$ cat config.mk
export PLATFORM = sky130hd
export DESIGN_NAME = gif_block_structure_parser
export DESIGN_NICKNAME = d
export VERILOG_FILES = /design/src/rtl/gbsp_pkg.sv /design/src/rtl/gif_block_structure_parser.sv
export SDC_FILE = /design/constraint.sdc
export NUM_CORES = 1
export LEC_CHECK = 0
export BUFFER_PORTS_ARGS = -buffer_cell sky130_fd_sc_hd__buf_4
export CORE_UTILIZATION = 45
export DETAILED_ROUTE_END_ITERATION = 10
export PLACE_DENSITY = 0.65
export SETUP_SLACK_MARGIN = 0.2
export SLEW_MARGIN = 15
export SYNTH_ARGS = -nofsm -noshare
export SYNTH_HDL_FRONTEND = slang
export SYNTH_SLANG_ARGS = --single-unit
$ cat constraint.sdc
create_clock -name clk -period 10.7 [get_ports clk]
set_input_delay 0.535 -clock clk [delete_from_list [all_inputs] [get_ports clk]]
set_output_delay 0.535 -clock clk [all_outputs]
set_load 0.1 [all_outputs]
$ cat src/rtl/gbsp_pkg.sv
// ----------------------------------------------------------------------------
// gbsp_pkg
// Types and constants for the GIF block structure parser.
// ----------------------------------------------------------------------------
package gbsp_pkg;

  // parser phase, one-hot
  typedef enum logic [14:0] {
    PH_SIG     = 15'h0001,
    PH_LSD     = 15'h0002,
    PH_GCT     = 15'h0004,
    PH_BLOCK   = 15'h0008,
    PH_IMG     = 15'h0010,
    PH_LCT     = 15'h0020,
    PH_LZW     = 15'h0040,
    PH_SUBSZ   = 15'h0080,
    PH_SUBDATA = 15'h0100,
    PH_LABEL   = 15'h0200,
    PH_GCE     = 15'h0400,
    PH_APPSZ   = 15'h0800,
    PH_APP     = 15'h1000,
    PH_PTSKIP  = 15'h2000,
    PH_DONE    = 15'h4000
  } phase_t;

  // record kinds
  localparam logic [3:0] REC_HEADER    = 4'd0;
  localparam logic [3:0] REC_SCREEN    = 4'd1;
  localparam logic [3:0] REC_IMAGE     = 4'd2;
  localparam logic [3:0] REC_LZW       = 4'd3;
  localparam logic [3:0] REC_GCE       = 4'd4;
  localparam logic [3:0] REC_APP       = 4'd5;
  localparam logic [3:0] REC_COMMENT   = 4'd6;
  localparam logic [3:0] REC_PTEXT     = 4'd7;
  localparam logic [3:0] REC_PAYLOAD   = 4'd8;
  localparam logic [3:0] REC_TRAILER   = 4'd9;
  localparam logic [3:0] REC_ERR_END   = 4'd10;
  localparam logic [3:0] REC_ERR_TYPE  = 4'd11;
  localparam logic [3:0] REC_ERR_AFTER = 4'd12;
  localparam logic [3:0] REC_ERR_APPSZ = 4'd13;

  // sub-block owner
  localparam logic [1:0] EXT_IMAGE   = 2'd0;
  localparam logic [1:0] EXT_COMMENT = 2'd1;
  localparam logic [1:0] EXT_APP     = 2'd2;
  localparam logic [1:0] EXT_PTEXT   = 2'd3;

  // block introducers and labels
  localparam logic [7:0] BT_IMAGE    = 8'h2C;
  localparam logic [7:0] BT_EXT      = 8'h21;
  localparam logic [7:0] BT_TRAILER  = 8'h3B;
  localparam logic [7:0] LBL_GCE     = 8'hF9;
  localparam logic [7:0] LBL_COMMENT = 8'hFE;
  localparam logic [7:0] LBL_APP     = 8'hFF;
  localparam logic [7:0] LBL_PTEXT   = 8'h01;
  localparam logic [7:0] APP_BLK_SZ  = 8'd11;
  localparam logic [9:0] PTEXT_SKIP  = 10'd13;

  typedef struct packed {
    logic [3:0]  kind;
    logic [63:0] text_word;
    logic [23:0] auth_code;
    logic [15:0] left;
    logic [15:0] top;
    logic [15:0] width;
    logic [15:0] height;
    logic [2:0]  flag_bits;
    logic [8:0]  table_entries;
    logic [7:0]  small_value;
    logic [7:0]  index_value;
    logic [15:0] delay_ticks;
  } rec_t;

  // color table entries from the packed size field
  function automatic logic [8:0] table_size(input logic [2:0] sz);
    return 9'd2 << sz;
  endfunction

  // color table length in bytes
  function automatic logic [9:0] table_bytes(input logic [2:0] sz);
    logic [9:0] n;
    n = {1'b0, table_size(sz)};
    return (n << 1) + n;
  endfunction

endpackage

$ cat src/rtl/gif_block_structure_parser.sv
// ----------------------------------------------------------------------------
// gif_block_structure_parser
// Walks a GIF89a byte stream and emits one decoded record per structure.
// ----------------------------------------------------------------------------
//  channel | signals                                   | dir
//  --------+-------------------------------------------+-----
//  in      | in_valid, in_ready, data_byte, end_of_stream | in
//  out     | out_valid, out_ready, record fields        | out
//  cfg     | cfg_we, cfg_wdata (emit_payload)          | in
//
//  One word per cycle: each byte is decoded in the cycle it is accepted and
//  its record, if any, lands in the output register at that edge.
//  in_ready drops only while the output register holds a record not taken.
//  Reset clears phase, counters, halt flag and output valid; no clearing pass.
//  Errors halt the parser until reset; halted words are consumed silently.
// ----------------------------------------------------------------------------
module gif_block_structure_parser
  import gbsp_pkg::*;
(
  input  logic        clk,
  input  logic        rst,
  input  logic        in_valid,
  output logic        in_ready,
  input  logic [7:0]  data_byte,
  input  logic        end_of_stream,
  output logic        out_valid,
  input  logic        out_ready,
  output logic [3:0]  record_kind,
  output logic [63:0] text_word,
  output logic [23:0] auth_code,
  output logic [15:0] left,
  output logic [15:0] top,
  output logic [15:0] width,
  output logic [15:0] height,
  output logic [2:0]  flag_bits,
  output logic [8:0]  table_entries,
  output logic [7:0]  small_value,
  output logic [7:0]  index_value,
  output logic [15:0] delay_ticks,
  input  logic        cfg_we,
  input  logic        cfg_wdata
);

  phase_t      phase, phase_next;
  logic [3:0]  byte_index, byte_index_next;
  logic [9:0]  skip_remaining, skip_remaining_next;
  logic [7:0]  sub_block_remaining, sub_block_remaining_next;
  logic [1:0]  extension_type, extension_type_next;
  logic        halted, halted_next;
  logic        emit_payload;
  logic [7:0]  field_store [11];
  logic        fs_we;

  rec_t        res;
  logic        res_valid;
  rec_t        out_rec;
  logic        acc;

  assign in_ready = !out_valid || out_ready;
  assign acc      = in_valid && in_ready;

  always_comb begin
    phase_next               = phase;
    byte_index_next          = byte_index;
    skip_remaining_next      = skip_remaining;
    sub_block_remaining_next = sub_block_remaining;
    extension_type_next      = extension_type;
    halted_next              = halted;
    fs_we                    = 1'b0;
    res                      = '0;
    res_valid                = 1'b0;
    if (!halted) begin
      if (phase == PH_DONE) begin
        if (!end_of_stream) begin
          res.kind    = REC_ERR_AFTER;
          res_valid   = 1'b1;
          halted_next = 1'b1;
        end
      end else if (end_of_stream) begin
        res.kind    = REC_ERR_END;
        res_valid   = 1'b1;
        halted_next = 1'b1;
      end else begin
        case (phase)
          PH_SIG: begin
            fs_we = 1'b1;
            if (byte_index == 4'd5) begin
              byte_index_next = '0;
              phase_next      = PH_LSD;
              res.kind        = REC_HEADER;
              res.text_word   = {16'd0, field_store[0], field_store[1], field_store[2],
                                 field_store[3], field_store[4], data_byte};
              res_valid       = 1'b1;
            end else begin
              byte_index_next = byte_index + 4'd1;
            end
          end
          PH_LSD: begin
            fs_we = 1'b1;
            if (byte_index == 4'd6) begin
              byte_index_next   = '0;
              res.kind          = REC_SCREEN;
              res.width         = {field_store[1], field_store[0]};
              res.height        = {field_store[3], field_store[2]};
              res.flag_bits     = {1'b0, field_store[4][3], field_store[4][7]};
              res.table_entries = field_store[4][7] ? table_size(field_store[4][2:0]) : 9'd0;
              res.small_value   = {5'd0, field_store[4][6:4]} + 8'd1;
              res.index_value   = field_store[5];
              res_valid         = 1'b1;
              if (field_store[4][7]) begin
                skip_remaining_next = table_bytes(field_store[4][2:0]);
                phase_next          = PH_GCT;
              end else begin
                phase_next = PH_BLOCK;
              end
            end else begin
              byte_index_next = byte_index + 4'd1;
            end
          end
          PH_GCT, PH_LCT, PH_PTSKIP: begin
            if (skip_remaining != '0) begin
              skip_remaining_next = skip_remaining - 10'd1;
            end
            if (skip_remaining <= 10'd1) begin
              phase_next = (phase == PH_GCT) ? PH_BLOCK :
                           (phase == PH_LCT) ? PH_LZW : PH_SUBSZ;
            end
          end
          PH_BLOCK: begin
            if (data_byte == BT_IMAGE) begin
              byte_index_next = '0;
              phase_next      = PH_IMG;
            end else if (data_byte == BT_EXT) begin
              phase_next = PH_LABEL;
            end else if (data_byte == BT_TRAILER) begin
              phase_next = PH_DONE;
              res.kind   = REC_TRAILER;
              res_valid  = 1'b1;
            end else begin
              res.kind        = REC_ERR_TYPE;
              res.small_value = data_byte;
              res_valid       = 1'b1;
              halted_next     = 1'b1;
            end
          end
          PH_IMG: begin
            fs_we = 1'b1;
            if (byte_index == 4'd8) begin
              // packed byte is the word on the wire right now
              byte_index_next   = '0;
              res.kind          = REC_IMAGE;
              res.left          = {field_store[1], field_store[0]};
              res.top           = {field_store[3], field_store[2]};
              res.width         = {field_store[5], field_store[4]};
              res.height        = {field_store[7], field_store[6]};
              res.flag_bits     = {data_byte[6], data_byte[5], data_byte[7]};
              res.table_entries = data_byte[7] ? table_size(data_byte[2:0]) : 9'd0;
              res_valid         = 1'b1;
              if (data_byte[7]) begin
                skip_remaining_next = table_bytes(data_byte[2:0]);
                phase_next          = PH_LCT;
              end else begin
                phase_next = PH_LZW;
              end
            end else begin
              byte_index_next = byte_index + 4'd1;
            end
          end
          PH_LZW: begin
            extension_type_next = EXT_IMAGE;
            phase_next          = PH_SUBSZ;
            res.kind            = REC_LZW;
            res.small_value     = data_byte;
            res_valid           = 1'b1;
          end
          PH_SUBSZ: begin
            if (data_byte == 8'd0) begin
              phase_next = PH_BLOCK;
            end else begin
              sub_block_remaining_next = data_byte;
              phase_next               = PH_SUBDATA;
            end
          end
          PH_SUBDATA: begin
            sub_block_remaining_next = sub_block_remaining - 8'd1;
            if (sub_block_remaining == 8'd1) begin
              phase_next = PH_SUBSZ;
            end
            if (extension_type != EXT_IMAGE && emit_payload) begin
              res.kind        = REC_PAYLOAD;
              res.small_value = data_byte;
              res_valid       = 1'b1;
            end
          end
          PH_LABEL: begin
            byte_index_next = '0;
            if (data_byte == LBL_GCE) begin
              phase_next = PH_GCE;
            end else if (data_byte == LBL_APP) begin
              phase_next = PH_APPSZ;
            end else if (data_byte == LBL_COMMENT) begin
              extension_type_next = EXT_COMMENT;
              phase_next          = PH_SUBSZ;
              res.kind            = REC_COMMENT;
              res_valid           = 1'b1;
            end else if (data_byte == LBL_PTEXT) begin
              extension_type_next = EXT_PTEXT;
              skip_remaining_next = PTEXT_SKIP;
              phase_next          = PH_PTSKIP;
              res.kind            = REC_PTEXT;
              res_valid           = 1'b1;
            end else begin
              // unknown label: drop it, next word is a block type
              phase_next = PH_BLOCK;
            end
          end
          PH_GCE: begin
            fs_we = 1'b1;
            if (byte_index == 4'd5) begin
              byte_index_next = '0;
              phase_next      = PH_BLOCK;
              res.kind        = REC_GCE;
              res.flag_bits   = {1'b0, field_store[1][1], field_store[1][0]};
              res.small_value = {5'd0, field_store[1][4:2]};
              res.index_value = field_store[4];
              res.delay_ticks = {field_store[3], field_store[2]};
              res_valid       = 1'b1;
            end else begin
              byte_index_next = byte_index + 4'd1;
            end
          end
          PH_APPSZ: begin
            if (data_byte != APP_BLK_SZ) begin
              res.kind        = REC_ERR_APPSZ;
              res.small_value = data_byte;
              res_valid       = 1'b1;
              halted_next     = 1'b1;
            end else begin
              byte_index_next = '0;
              phase_next      = PH_APP;
            end
          end
          PH_APP: begin
            fs_we = 1'b1;
            if (byte_index == 4'd10) begin
              byte_index_next     = '0;
              extension_type_next = EXT_APP;
              phase_next          = PH_SUBSZ;
              res.kind            = REC_APP;
              res.text_word       = {field_store[0], field_store[1], field_store[2],
                                     field_store[3], field_store[4], field_store[5],
                                     field_store[6], field_store[7]};
              res.auth_code       = {field_store[8], field_store[9], data_byte};
              res_valid           = 1'b1;
            end else begin
              byte_index_next = byte_index + 4'd1;
            end
          end
          default: begin
            phase_next = PH_BLOCK;
          end
        endcase
      end
    end
  end

  always_ff @(posedge clk) begin
    if (rst) begin
      phase               <= PH_SIG;
      byte_index          <= '0;
      skip_remaining      <= '0;
      sub_block_remaining <= '0;
      extension_type      <= EXT_IMAGE;
      halted              <= 1'b0;
    end else if (acc) begin
      phase               <= phase_next;
      byte_index          <= byte_index_next;
      skip_remaining      <= skip_remaining_next;
      sub_block_remaining <= sub_block_remaining_next;
      extension_type      <= extension_type_next;
      halted              <= halted_next;
    end
  end

  always_ff @(posedge clk) begin
    if (rst) begin
      emit_payload <= 1'b0;
    end else if (cfg_we) begin
      emit_payload <= cfg_wdata;
    end
  end

  always_ff @(posedge clk) begin
    if (acc && fs_we) begin
      field_store[byte_index] <= data_byte;
    end
  end

  always_ff @(posedge clk) begin
    if (rst) begin
      out_valid <= 1'b0;
    end else if (acc && res_valid) begin
      out_valid <= 1'b1;
    end else if (out_ready) begin
      out_valid <= 1'b0;
    end
  end

  always_ff @(posedge clk) begin
    if (acc && res_valid) begin
      out_rec <= res;
    end
  end

  assign record_kind   = out_rec.kind;
  assign text_word     = out_rec.text_word;
  assign auth_code     = out_rec.auth_code;
  assign left          = out_rec.left;
  assign top           = out_rec.top;
  assign width         = out_rec.width;
  assign height        = out_rec.height;
  assign flag_bits     = out_rec.flag_bits;
  assign table_entries = out_rec.table_entries;
  assign small_value   = out_rec.small_value;
  assign index_value   = out_rec.index_value;
  assign delay_ticks   = out_rec.delay_ticks;

  // a halted parser swallows words without producing records
  a_halt_silent: assert property (@(posedge clk) disable iff (rst)
    (halted && acc) |=> !out_valid)
    else $error("record produced while halted");

  // an error record in the output register means the parser is halted
  a_err_halts: assert property (@(posedge clk) disable iff (rst)
    (out_valid && record_kind >= REC_ERR_END) |-> halted)
    else $error("error record without halt");

  // skip phases always have bytes left to drop
  a_skip_nonzero: assert property (@(posedge clk) disable iff (rst)
    (phase == PH_GCT || phase == PH_LCT || phase == PH_PTSKIP) |-> skip_remaining != '0)
    else $error("skip phase with empty count");

  // sub-block data phase always has bytes left
  a_sub_nonzero: assert property (@(posedge clk) disable iff (rst)
    (phase == PH_SUBDATA) |-> sub_block_remaining != '0)
    else $error("sub-block data phase with empty count");

  a_phase_onehot: assert property (@(posedge clk) disable iff (rst)
    $onehot(phase))
    else $error("phase not one-hot");

endmodule
# Word level (Yosys, flattened, before mapping)

Memories as Yosys holds them, arrays and structs flattened.
Index checks and enable logic that the tools add are counted.

RAM bits: 88
Logic and storage cells: 225
Flip-flop bits (word level): 242
Bits of input ports: 15
Memories: 1

Memory list:

| name        | words | width | rd ports | clocked after Yosys merged registers in | write ports | RTL line                         | RTL |
|---|---|---|---|---|---|---|---|
| field_store | 11    | 8     | 10       | 0                                       | 1           | gif_block_structure_parser.sv:51 | `logic [7:0] field_store [11];` |

Reduce and logical (&&, ||, !) cells: 26
Bitwise gates (word level): 9
$lt $le $gt $ge: 1
Equality and inequality tests: 47
Add/sub/neg operators: 6
Muxes and demuxes: 113
Shifts and indexed selects: 2

Operators with widths:

| operator           | number |
|---|---|
| $pmux 15 s12       | 1 |
| $mux 15            | 11 |
| $pmux 64 s2        | 1 |
| $mux 91            | 1 |
| $mux 10            | 9 |
| $mux 8             | 8 |
| $pmux 32 s2        | 1 |
| $mux 60            | 1 |
| $mux 14            | 4 |
| $mux 4             | 14 |
| $mux 48            | 1 |
| $pmux 8 s6         | 1 |
| $mux 44            | 1 |
| $pmux 10 s4        | 1 |
| $pmux 4 s10        | 1 |
| $ne 2x2->1 const B | 17 |
| $pmux 8 s2         | 2 |
| $mux 1             | 31 |
| $pmux 4 s7         | 1 |
| $mux 27            | 1 |
| $mux 9             | 3 |
| $eq 8x6->1 const B | 3 |
| $eq 8x8->1 const B | 3 |
| $add 10x9->10      | 2 |
| other kinds (53)   | 85 |

# Logic depth before layout (Yosys ltp)

Gate-level depths: netlist of the first run.

Depth after elaboration: 11
Gate-level depth with buffers: 11

# Worst setup path after synthesis of the first run

Ideal clock, no wire load.

Path type: flip-flop to flip-flop
Start: reg phase[8]
End: reg out_rec, in the netlist auth_code[0], enable pin
Stages on the path, launching flop included: 12
Library setup time: 551 ps
Path buffers: 4
Slack: 4,052 ps
Data arrival time: 6,097 ps
Required time: 10,149 ps
Cell sequence: dfxtp_1 buf_4 or4_4 buf_6 or4_1 buf_2 nor2_4 buf_4 nor2_1 nand4_1 nand3b_1 inv_1

Word-level cells in the longest chain between the ends: 7

RTL lines:

| element                                            | RTL line                          | RTL |
|---|---|---|
| start, declared                                    | gif_block_structure_parser.sv:44  | `phase_t phase, phase_next;` |
| start signal, assigned                             | gif_block_structure_parser.sv:276 | `phase <= phase_next;` |
| $eq 15x11->1 / $eq 15x1->1 (equally long branches) | gif_block_structure_parser.sv:84  | `case (phase)` |
| $reduce_or 2->1 (no source line)                   | --                                |  |
| $pmux 1 s9                                         | gif_block_structure_parser.sv:84  |  |
| $mux 1                                             | gif_block_structure_parser.sv:79  | `end else if (end_of_stream) begin` |
| $mux 1 *                                           | gif_block_structure_parser.sv:73  | `if (phase == PH_DONE) begin` |
| $mux 1 *                                           | gif_block_structure_parser.sv:72  | `if (!halted) begin` |
| $logic_and 1x1->1 *                                | gif_block_structure_parser.sv:310 | `if (acc && res_valid) begin` |
| end signal, assigned                               | gif_block_structure_parser.sv:311 | `out_rec <= res;` |
| end, declared                                      | gif_block_structure_parser.sv:56  | `rec_t out_rec;` |

Mark *: on every way between the ends. The rest lies on a longest branch, timed or not.
A chain may end at the register's enable or synchronous reset.

# Worst setup path after layout of the first run

Start: reg phase[4]
End: reg out_rec, in the netlist width[6], enable pin

Same word-level chain as after synthesis.

==> key figures, run 1 <==
Setup path
  – CP Capture Type: flop
  – Worst Path Arrival: 4.82 ns
  – Worst path most repeated cell: buf_4
  – CP max-delay cell: buf_4
  – Max incr delay on CP: ~0.92 ns
  – Crit path max-delay family: buffers and inverters
  – CP Cell Sequence: nor4_4 > nand3_1 > nor3_4 > buf_4 > nor2_1 > nand4_1 > nand3b_1 > inv_8 > buf_4
  – Worst setup SP type: flop
  – Worst-path fanout max: 118
  – Worst Path Buf+Inv: 3
  – CP Data Required Time: ~11 ns
  – CP Class: reg -> reg

Routing
  – Vias: between 10000 and 15000
  – Avg Vias per Cell: about 6.0
  – Routed wire per std cell: around 24 um
  – Drt total wl: around 42000 um
  – DR pass1 iterations: 6
  – DRT iter0 DRCs: 1364
  – DRC Markers: 0
  – Antenna-violating nets left: 0

Layout
  – Highest-count cells in the layout ignoring fill and taps: edfxtp_1 (279), buf_4 (225), nor2_1 (166), a22oi_1 (97), and3_1 (94)
  – Total Nets Final: 1367
  – Share of cells above drive strength 1: a little under a quarter
  – Syn-to-layout area delta: 20.30%
  – Antenna Cells: 0
  – Fill cell count: approximately 2600
  – Most common cell after layout, fill and taps aside: edfxtp_1
  – Final Core Density: a little under three fifths

Logic synthesis
  – Register area share after synthesis: ~64%
  – Mapped Nets: roughly 1200
  – Main synth FF type: edfxtp_1
  – Number of flops mapped to enable cells by yosys: around 280
  – Gate Count Post-Synth: 1173
  – Seq cells post-synth: approximately 320
  – Avg Cell Area, Syn: 12.22 um^2
  – Synthesized area: around 0.014 mm^2
  – Yosys cell types: 76
  – Fraction of registers with async set/reset: 0%
  – Synthesis Warnings: 0

Timing
  – Setup TNS: 0 ns
  – Highest Clock Rate: around 210 MHz
  – Relative slew slack: between 20% and 30%
  – Min Tclk post-route: 4.686 ns
  – Max-slew violations: 0
  – Post-route clock period utilization: between 40% and 50%
  – RSZ-0062 raised after global routing: false
  – Skew final: between 0.02 and 0.025 ns
  – Final setup fails: 0
  – Slew @ Worst Pin: 1.186 ns
  – Worst hold slack: approximately 0.27 ns
  – Hold Violations, Final: 0

GRT
  – Aggregate global-route resource usage: between 20% and 30%
  – Vias in the first global route: approximately 10000
  – Largest net degree at the start of global routing: approximately 120
  – First-pass GRT wire length: roughly 63000 um
  – Initial antenna violation count: 0
  – GRT overflow: 0

Clocking
  – Root buffer cell: clkbuf_16
  – Setup Buffers After CTS: 0
  – CTS tree: done
  – Post_cts resized: 0
  – Worst-case clock buffer depth: 3
  – CTS Sinks: around 320
  – Worst-Skew Late Latency: 0.52 ns
  – TritonCTS buffer count: 35
  – Htree depth: 2
  – Cts hold-fix bufs: 0
  – Reg clk slew, reported paths: around 0.06 ns

Power
  – Internal Power: ~2.1 mW
  – Sw frac: between 20% and 30%
  – Pwr Total: 2.921 mW
  – Clk pwr share: between 40 and 50%
  – Leakage: between 6 and 7 nW
  – Peak VDD IR: slightly above 0.0001 V
  – NetSw: around 0.80 mW
  – Comb power frac: a little under an eighth
  – Pwr per Cell Area: 169.4 mW/mm^2
  – Flop pwr share: 48.3%

Worst hold path
  – Hold/Removal Path Class: in -> reg

Placed design
  – Global placer's final weighted congestion: just over 0.9
  – Post-DP HPWL: roughly 27000 um
  – I/O Buffers: approximately 220

Die
  – Die Area: about 0.033 mm^2
  – Die X: approximately 180 um
  – Height of the die: around 180 um
  – I/O pins: 217
  – Starting Density: 46.26%
  – Core Region: 0.03099 mm^2
  – FP Rows: 64

Flow run
  – Max-Cap Viols: 0

Status
  – Status: completed
## synthesized netlist by cell type (3+ instances only)
| master | instances | share of area (%) |
|---|---|---|
| edfxtp_1 | 279 | 58 |
| nor2_1 | 167 | 4.4 |
| a22oi_1 | 97 | 5.1 |
| and3_1 | 94 | 4.1 |
| clkbuf_1 | 63 | 1.6 |
| dfxtp_1 | 42 | 5.9 |
| nand2_1 | 39 | 1.0 |
| a21oi_1 | 34 | 1.2 |
| nor3_1 | 30 | 1.0 |
| nand3_1 | 22 | 0.77 |
| o21ai_0 | 20 | 0.70 |
| nand4_1 | 19 | 0.83 |
| inv_1 | 18 | 0.47 |
| buf_4 | 16 | 0.84 |
| mux2i_1 | 14 | 0.98 |
| nor4_1 | 14 | 0.61 |
| and2_1 | 13 | 0.57 |
| ha_1 | 13 | 1.1 |
| nand2b_1 | 13 | 0.57 |
| nor4b_1 | 11 | 0.67 |
| buf_2 | 9 | 0.31 |
| or4_1 | 9 | 0.47 |
| xnor2_1 | 9 | 0.55 |
| a211oi_1 | 8 | 0.42 |
| a31oi_1 | 8 | 0.35 |
| nor2b_1 | 8 | 0.35 |
| or3_1 | 8 | 0.35 |
| o31ai_1 | 6 | 0.31 |
| a221oi_1 | 5 | 0.31 |
| buf_6 | 5 | 0.39 |
| xor2_1 | 5 | 0.31 |
| a211oi_2 | 4 | 0.35 |
| a311oi_1 | 4 | 0.24 |
| and4_1 | 4 | 0.24 |
| or4_4 | 4 | 0.31 |
| buf_1 | 3 | 0.079 |
| o21ai_1 | 3 | 0.10 |
| or3b_2 | 3 | 0.18 |
## power groups by stage
stage / logic [mW] / clock network [mW] / registers [mW]
2_1_floorplan: 0.0461 / 0 / 1.65
3_3_place_gp: 0.329 / 0 / 1.44
3_5_place_dp: 0.330 / 0 / 1.44
4_1_cts: 0.331 / 1.20 / 1.41
5_1_grt: 0.338 / 1.24 / 1.41
6_report: 0.329 / 1.18 / 1.41
## tightest hold or removal path, stage by stage
cell	delay, ns
buf_4	0.07
mux2i_1	0.06
nor2_1	0.07
## through the flow
step                cell area (um^2)  cells  setup slack (ns)
floorplan                      14340   1173             4.052
global placement               16110   1698             6.026
detailed placement             16110   1698             5.974
CTS                            17250   1762             5.949
global route                   17250   1762             5.609
finish                         17250   1762             6.014
## cell families (layout without fill, tap and decap cells)
family,Yosys count,count (layout),share of synthesized area [%]
simple gates,479,479,17.88
fa+ha+maj,13,13,1.135
flops,321,321,64.31
mux,15,15,1.074
compound gates,216,216,10.97
xor+xnor,14,14,0.8554
other cells,1,1,0.02616
buf+inv,114,307,3.744
## final timing paths
kind / startpoint / to / slack [ns] / cells after the start
max reg2reg: phase[4] / width[6] / 6.01 / 9
min: cfg_wdata / emit_payload / 0.27 / 3
max: phase[4] / width[6] / 6.01 / 9
min reg2reg: extension_type[0] / extension_type[0] / 0.51 / 2
## cell type report
type	instances	area, um^2	area share, %
timing repair buffer	225	1689	9.795
tap	396	495.5	2.873
inverter	18	75.07	0.4353
sequential	321	9219	53.46
multi-input combinational	738	4632	26.86
clock inverter	24	209.0	1.212
clock buffer	40	925.9	5.369
## state kept, by name, summed over array words and instances (netlist names)
| name | count |
|---|---|
| index_value | 8 |
| text_word | 64 |
| emit_payload | 1 |
| left | 16 |
| small_value | 8 |
| extension_type | 2 |
| sub_block_remaining | 8 |
| phase | 15 |
| skip_remaining | 10 |
| flag_bits | 3 |
| byte_index | 4 |
| record_kind | 4 |
| halted | 1 |
| auth_code | 24 |
| delay_ticks | 16 |
| top | 16 |
| out_valid | 1 |
| height | 16 |
| field_store | 80 |
| width | 16 |
| table_entries | 8 |
## layer usage
metal / track usage, % / share of wire (%) / vias to the layer above
met5: 0 / 0 / -
met4: 7.248 / 2.2 / 0
met3: 3.537 / 7.4 / 63
met2: 41.12 / 48 / 533
met1: 36.04 / 43 / 5152
li1: - / - / 4800
No activity file was read; power rests on OpenSTA's default activity.
==> run 2, diff against run 1 <==
Clock period 10.7 ns to 4.4 ns, I/O delays scaled along.
==> run 2 against run 1 <==
Register-to-register slack got worse by 5.1 ns. Via count rose by 1.6%. Global-route usage rose by 0.80 points. Sequential power rose by 140%. Critical path type unchanged.
==> key figures, run 2 (synthesis gave the netlist of run 1 again) <==
Timing
  – Relative slew slack: 21.48% (was 20.60%)
  – Slew @ Worst Pin: 1.173 ns (was 1.186 ns)
  – Setup TNS: 0 ns (unchanged)
  – Final setup fails: 0 (unchanged)
  – Max-slew violations: 0 (unchanged)
  – RSZ-0062 raised after global routing: false (unchanged)
  – Hold Violations, Final: 0 (unchanged)
  – Min Tclk post-route: 3.497 ns (was 4.686 ns)
  – Post-route clock period utilization: 79.48% (was 43.80%)
  – Highest Clock Rate: 285.9 MHz (was 213.4 MHz)
  – Skew final: 0.02521 ns (was 0.02083 ns)
  – Setup WS post-layout: 0.9028 ns (was 6.014 ns)

Setup path
  – Reg2reg start: phase[1] (was phase[4])
  – Flop2flop setup slack: 0.90 ns (was 6.01 ns)
  – Max incr delay on CP: 0.74 ns (was 0.92 ns)
  – Worst setup SP type: flop (unchanged)
  – Worst-path fanout max: 84 (was 118)
  – CP Class: reg -> reg (unchanged)
  – Worst Path Arrival: 3.66 ns (was 4.82 ns)
  – CP max-delay cell: or4_1 (was buf_4)
  – R2r endpoint: left[5] (was width[6])
  – CP Cell Sequence: or4b_2 > or4_1 > nor2_4 > nor2_1 > nand4_1 > nand3b_1 > clkinvlp_4 > buf_12 (was nor4_4 > nand3_1 > nor3_4 > buf_4 > nor2_1 > nand4_1 > nand3b_1 > inv_8 > buf_4)
  – Worst Reg2Reg Path Length in Cells: 8 (was 9)
  – CP Capture Type: flop (unchanged)
  – CP Data Required Time: 4.56 ns (was 10.84 ns)

Routing
  – DR pass1 iterations: 5 (was 6)
  – Avg Vias per Cell: 6.008 (was 5.986)
  – Routed wire per std cell: 24.11 um (was 23.86 um)
  – M1 wire length: 18200 um (was 18010 um)
  – Uppermost layer routed: met4 (unchanged)
  – Vias: 10710 (was 10550)
  – Metal3 WL: 3164 um (was 3116 um)
  – DRC Markers: 0 (unchanged)
  – Antenna-violating nets left: 0 (unchanged)
  – Drt total wl: 42980 um (was 42030 um)
  – DRT iter0 DRCs: 1300 (was 1364)
  – DR WL met2: 20490 um (was 19970 um)

Layout
  – Most common cell after layout, fill and taps aside: edfxtp_1 (unchanged)
  – Most flop-heavy register: field_store (unchanged)
  – Register area: 0.009220 mm^2 (was 0.009219 mm^2)
  – Highest-count cells in the layout ignoring fill and taps: edfxtp_1 (279), buf_4 (244), nor2_1 (166), a22oi_1 (97), and3_1 (94) (was edfxtp_1 (279), buf_4 (225), nor2_1 (166), a22oi_1 (97), and3_1 (94))
  – Total Nets Final: 1391 (was 1367)
  – Syn-to-layout area delta: 21.88% (was 20.30%)
  – Area occupied by multi-input gates: 0.004646 mm^2 (was 0.004632 mm^2)
  – Fill cell count: 2576 (was 2634)
  – Share of cells above drive strength 1: 24.15% (was 23.35%)
  – Antenna Cells: 0 (unchanged)
  – Max reg flops: 80 (unchanged)
  – Final instance area: 0.01747 mm^2 (was 0.01725 mm^2)

Power
  – Pwr per Cell Area: 409.3 mW/mm^2 (was 169.4 mW/mm^2)
  – Leakage: 6.421 nW (was 6.305 nW)
  – Peak VDD IR: 0.0002410 V (was 0.0001018 V)

Clocking
  – TritonCTS buffer count: 35 (unchanged)
  – Root buffer cell: clkbuf_16 (unchanged)
  – Reg clk slew, reported paths: 0.06 ns (about the same)
  – CTS Sinks: 321 (unchanged)
  – CTS tree: done (unchanged)
  – Setup Buffers After CTS: 0 (unchanged)
  – Htree depth: 2 (unchanged)
  – Worst-case clock buffer depth: 3 (unchanged)
  – Worst-Skew Late Latency: 0.53 ns (was 0.52 ns)

GRT
  – Vias in the first global route: 10220 (was 9960)
  – GRT overflow: 0 (unchanged)
  – Aggregate global-route resource usage: 26.30% (was 25.50%)
  – Initial antenna violation count: 0 (unchanged)
  – First-pass GRT wire length: 64900 um (was 63310 um)
  – Largest net degree at the start of global routing: 91 (was 119)

Flow run
  – Max-Cap Viols: 0 (unchanged)

Die
  – Core Region: 0.03099 mm^2 (unchanged)
  – Starting Density: 46.26% (unchanged)
  – Die X: 180.5 um (unchanged)
  – FP Rows: 64 (unchanged)
  – I/O pins: 217 (unchanged)
  – Height of the die: 180.5 um (unchanged)
  – Die Area: 0.03257 mm^2 (unchanged)

Worst hold path
  – Worst hold stages: 2 (was 3)
  – Hold/Removal Path Class: in -> reg (unchanged)
  – Min-delay src: end_of_stream (was cfg_wdata)
  – Hold worst-path end: record_kind[2] (was emit_payload)

Status
  – Status: completed (unchanged)

Placed design
  – I/O Buffers: 215 (unchanged)
  – Placed instance area: 0.01630 mm^2 (was 0.01611 mm^2)
  – Post-Place Setup Slack: 0.9344 ns (was 5.974 ns)
  – Post-DP HPWL: 28590 um (was 27270 um)
  – Global placer's final weighted congestion: 0.9091 (was 0.9073)
==> run 2: changes by cell type in the layout (fill, tap and decap cells not counted), sizes merged <==
cell and change:
buf +21, clkbuf +9, clkinv -7, clkinvlp -3
dlygate4sd3 +3, inv -3, bufinv +1
==> run 2: repair_timing <==
action / 4_1_cts / 5_1_grt
endpoints found under the setup margin: 0 / 0
hold buffers: 3 / 0
resized for setup: 0 / 0
hold endpoints to repair: 2 / 0
==> run 2: worst max path at each step <==
| stage | start | endpoint | slack, ns | depth (start not counted) |
|---|---|---|---|---|
| 2_1_floorplan | phase[7] | auth_code[0] | -0.63 | 7 |
| 3_3_place_gp | phase[1] | text_word[48] | 0.95 | 8 |
| 3_5_place_dp | data_byte[7] | text_word[47] | 0.93 | 10 |
| 4_1_cts | phase[1] | top[10] | 0.92 | 8 |
| 5_1_grt | phase[4] | field_store[3][7] | 0.61 | 7 |
| 6_report | phase[1] | left[5] | 0.90 | 8 |
==> run 2: metrics by stage <==
stage	instances	total power [mW]	util, %	hold WS [ns]
floorplan	1173	4.108	-	0.3189
global placement	1719	4.307	52.61	0.4598
detailed placement	1719	4.309	52.61	0.4712
CTS	1783	7.190	56.38	0.03080
global route	1783	7.324	56.38	0.04361
finish	1783	7.152	56.38	0.04511
==> run 2: routing by layer <==
metal / vias up / GRT usage (%)
met3: 71 / 4.042
met1: 5256 / 36.40
met4: 0 / 8.000
li1: 4841 / -
met2: 545 / 42.79
met5: - / 0
==> run 2: cell type report <==
type	instances	area share [%]
sequential	321	52.77
multi-input combinational	738	26.59
timing repair buffer	249	10.89
clock buffer	49	5.543
tap	396	2.836
clock inverter	12	0.9668
inverter	18	0.4082
==> run 2: critical path: cells and delay by family (launching register included) <==
kind                   cells  cell delay (ns)
buffers and inverters      2             0.68
DFF                        1             0.50
and+or+nand+nor            6             1.84
==> run 2: report_power, final <==
| part | internal, mW | total (mW) | switching, mW |
|---|---|---|---|
| Sequential | 3.38 | 3.43 | 0.0447 |
| Combinational | 0.125 | 0.818 | 0.693 |
| Clock | 1.72 | 2.90 | 1.18 |
